File: src/rtl/cell_page_record_allocator_macros.svh
// Assertion macros for the cell page record allocator.
// Included by files that carry concurrent checks; expects clk and rst_n in scope.
`ifndef CELL_PAGE_RECORD_ALLOCATOR_MACROS_SVH
`define CELL_PAGE_RECORD_ALLOCATOR_MACROS_SVH

// Plain property check, disabled while in reset.
`define CPRA_ASSERT(lbl, prop, msg) \
    lbl: assert property (@(posedge clk) disable iff (!rst_n) prop) \
        else $error(msg);

// Same-cycle implication check, disabled while in reset.
`define CPRA_ASSERT_IMPL(lbl, ante, cons, msg) \
    lbl: assert property (@(posedge clk) disable iff (!rst_n) (ante) |-> (cons)) \
        else $error(msg);

`endif

File: src/rtl/cpra_ram.sv
// Generic simple dual-port RAM: one write port, one read port, registered read.
// No dependencies.
module cpra_ram #(
    parameter int WIDTH = 8,
    parameter int DEPTH = 16,
    localparam int AW   = (DEPTH > 1) ? $clog2(DEPTH) : 1
) (
    input  logic             clk,
    input  logic             we,
    input  logic [AW-1:0]    waddr,
    input  logic [WIDTH-1:0] wdata,
    input  logic             re,
    input  logic [AW-1:0]    raddr,
    output logic [WIDTH-1:0] rdata
);

    logic [WIDTH-1:0] mem [DEPTH];

    always_ff @(posedge clk)
    begin
        if (we)
        begin
            mem[waddr] <= wdata;
        end
        if (re)
        begin
            rdata <= mem[raddr];
        end
    end

endmodule
File: config.mk
export PLATFORM = sky130hd
export DESIGN_NAME = cpra_ram
export DESIGN_NICKNAME = d
export VERILOG_FILES = /design/src/rtl/cell_page_record_allocator_macros.svh /design/src/rtl/cpra_ram.sv
export SDC_FILE = /design/constraint.sdc
export NUM_CORES = 1
export LEC_CHECK = 0
export ABC_AREA = 1
export BUFFER_PORTS_ARGS = -buffer_cell sky130_fd_sc_hd__buf_2
export CORE_MARGIN = 3
export CORE_UTILIZATION = 48
export CTS_BUF_LIST = sky130_fd_sc_hd__clkbuf_16
export CTS_CLUSTER_DIAMETER = 200
export DETAILED_ROUTE_END_ITERATION = 10
export PLACE_DENSITY = 0.74
export SETUP_SLACK_MARGIN = 0.15
export SYNTH_ARGS = -nofsm -noshare
export SYNTH_HDL_FRONTEND = slang
export SYNTH_SLANG_ARGS = --single-unit
File: constraint.sdc
create_clock -name clk -period 1.3 [get_ports clk]
set_clock_uncertainty 0.1 [all_clocks]
set_input_delay 0.26 -clock clk [delete_from_list [all_inputs] [get_ports clk]]
set_output_delay 0.26 -clock clk [all_outputs]
set_load 0.1 [all_outputs]
# [Yosys cells after proc, flatten, opt, wreduce, memory -nomap -nowiden]
# Memory sizes are Yosys's and may differ from the RTL's. A register that Yosys moved wholly into a read port is not among the register bits.
# Cells that the tools add are included.
[classes] addsub=0 multipliers=0 n_div=0 n_lt_le_gt_ge=0 eq_ne=0 shift=0 muxes=2 bitwise=0 n_reduce_logical=0
[op_table] op="$mux W1" count=2
[word_totals] reg_bits=0 latch_bits=0 mem_bits_rw=128 romBits=0 inputBits=19 elab_cells=3 memories=1
[memory_table] name="mem" depth=16 word_bits=8 rd=1 rd_clocked_by_memory_dff=1 write_ports=1 line="cpra_ram.sv:17" rtl="logic [WIDTH-1:0] mem [DEPTH];"

# [Logic depth before layout (Yosys ltp)]
[logic_depth] depth_word=2 mapped_depth=8 ltp_nobuf=7

# [Least setup slack after synthesis]
# Ideal clock, no wire load.
[synth_timing] kind="input -> register" start="input port waddr[3]" end="memory mem[4][0] (enable)" setup_ns=0.370 arrival_time_ns=0.841 t_required_ns=0.830 path_slack_ns=-0.011 path_stages=2 path_cell_list="nand3b_1 > nor2_1"
[synth_lines] item="from (decl)" line="cpra_ram.sv:10" rtl="input logic [AW-1:0] waddr,"
[synth_lines] item="to (decl)" line="cpra_ram.sv:17"
# Straight into the memory's write port.

# [Worst setup path in the final report]
[layout_timing] start="register rdata[5], read port of mem" end="output port rdata[5]"
[layout_lines] item="from (decl)" line="cpra_ram.sv:14" rtl="output logic [WIDTH-1:0] rdata"
# No word-level cell between the ends.

==> out/qor.txt <==
Status - finished, violations left
Failing checks - negative setup slack
Post-Synthesis Cells - 551
Global-route wire length before repair - 21500 um
Final period util - 1.09
Crit path max-delay cell type - edfxtp_1
CTS clock-pin slew for the worst setup and hold paths - 0.06 ns
Iter 0 DRT Violations - 347
Worst-skew pair later-pin latency - 0.42 ns
Flop2flop setup slack - 0.10 ns
Leakage - 3.17 nW
Root Driver - clkbuf_16
Std cell rows - 39
Layout Nets - 618
Area Overhead vs Synth - 27.3%
Setup ws final - -0.121 ns
Share of layout cells above drive strength 1 - 0.260
Pin count of the biggest net entering global routing - 45
PD cells - 1540 nW/um^2
Syn_nets - 570
Initial antenna violation count - 0
Max_slew headroom - 0.633
Worst hold margin - 0.104 ns
RR Startpoint - mem[5][4]
CTS tree - done
Fillers - 790
Vias in the first global route - 3971
Unrepaired setup endpoints after global routing - yes
Synthesized area per cell - 10.6 um^2
Die X - 116 um
Vias/cell - 5.33
Remaining DRCs - 0
Crit path depth - 1
R2R Path End - rdata[4]
Tmin final - 1.42 ns
Pre-CTS setup slack - -0.243 ns
Kind of critical path - reg2out
Register area share after synthesis - 0.698
Setup violators final - 8
Total congestion overflow - 0
WP buf/inv - 1
R2R depth - 6
CP Capture Point - rdata[5]
PnR Total Power - 11.5 mW
CTS Buf Count - 17
WL met2 - 6620 um
Wire length on met3 - 991 um
DR pass1 iterations - 5
H-tree depth - 4
# Post-CTS Setup Buffers - 0
Final slew viol count - 0
Synth Cell Area - 5850 um^2
CP delay by family, top - flip-flops
Core footprint - 11700 um^2
Crit. End Element - output port
Synthesis Warnings - 0
# hold bufs at CTS - 0
Final Instance Area - 7440 um^2
Initial cell density of the core - 0.501
Die ar. - 13500 um^2
Critical Path AT - 1.06 ns
Drt wl/cell - 18.1 um
Worst IR drop on VDD - 0.917 mV
Max-Cap Viols - 0
Commonest non-fill, non-tap cell in the layout - nand2_1
Clk buf depth - 2
Die H - 116 um
DP Area - 6440 um^2
Post-route ant nets - 0
FF+latch count, synth - 136
Boundary Pins - 27
ANT cells - 0
CP startpoint - rdata[5]
Max stage delay on crit path - 0.44 ns
Post-synthesis cell type count - 11
RePlAce Congestion - 0.831
Post-detail-place hpwl - 8020 um
IO Port Bufs - 26
CP Max Fanout - 1
Most frequent cells in the layout - nand2_1 (161), edfxtp_1 (136), inv_1 (96), nand3_2 (47), nand3_1 (46)
Via Count - 4022
Worst-Margin Slew - 0.550 ns
CP required - 0.94 ns
DR top layer - met4
DRT met1 WL - 5560 um
Hold Vio Cnt, Final - 0
Hold WC Path Type - in2reg
CP cell instances - buf_12
CTS sink cnt - 136
Max Clock Freq - 0.704 GHz
Crit start category - register
Final WL - 13600 um
Total track usage - 0.218
-- registers in the layout (all words and copies together), names as in the netlist --
signal and count:
mem 128, rdata 8
-- where the power goes --
| part | internal (mW) | switching (mW) |
|---|---|---|
| logic | 0.301 | 0.651 |
| registers | 4.94 | 0.0393 |
| clock network | 3.76 | 1.77 |
| total | 9.00 | 2.46 |
-- logic make-up after synthesis --
logic type	share of synthesized area
flip-flops	0.698
AND/OR/NAND/NOR	0.208
buffers and inverters	0.0939
-- stage by stage --
stage	setup TNS, ns	util	std cells
after floorplan	0	-	551
after global placement	-11.46	0.553	723
after detailed placement	-14.65	0.553	723
after CTS	-0.839	0.625	755
after global routing	-0.971	0.638	755
final	-0.730	0.638	755
-- cells in the mapped netlist --
cell type	number	share of area
buf_1	1	0.00064
buf_2	13	0.011
buf_4	4	0.0051
buf_6	6	0.012
edfxtp_1	136	0.70
inv_1	100	0.064
inv_2	2	0.0013
nand2_1	173	0.11
nand3_1	97	0.083
nand3b_1	2	0.0026
nor2_1	17	0.011
-- worst min-delay path by stage --
stage,from,endpoint,cells after the start
global route,re,rdata[7],1
floorplan,wdata[0],mem[0][0],0
CTS,re,rdata[0],1
global placement,re,rdata[0],1
detailed placement,re,rdata[0],1
finish,re,rdata[0],1
-- what timing repair did --
| item | 4_1_cts | 5_1_grt |
|---|---|---|
| pin swaps | 30 | 31 |
| resized for setup | 34 | 36 |
| endpoints found under the setup margin | 16 | 16 |
-- final cells by class --
type	instances	area, um^2	area share
tap	143	179	0.0240
timing repair buffer	53	553	0.0743
inverter	102	388	0.0521
multi-input combinational	289	1560	0.209
sequential	136	4080	0.549
clock buffer	17	425	0.0572
clock inverter	15	255	0.0343
-- routing by layer --
metal,vias to the layer above,global-route usage
met1,1935,0.286
met4,0,0.0974
met5,-,0
met2,174,0.337
li1,1877,-
met3,36,0.0637
No activity file was read; power rests on OpenSTA's default activity.
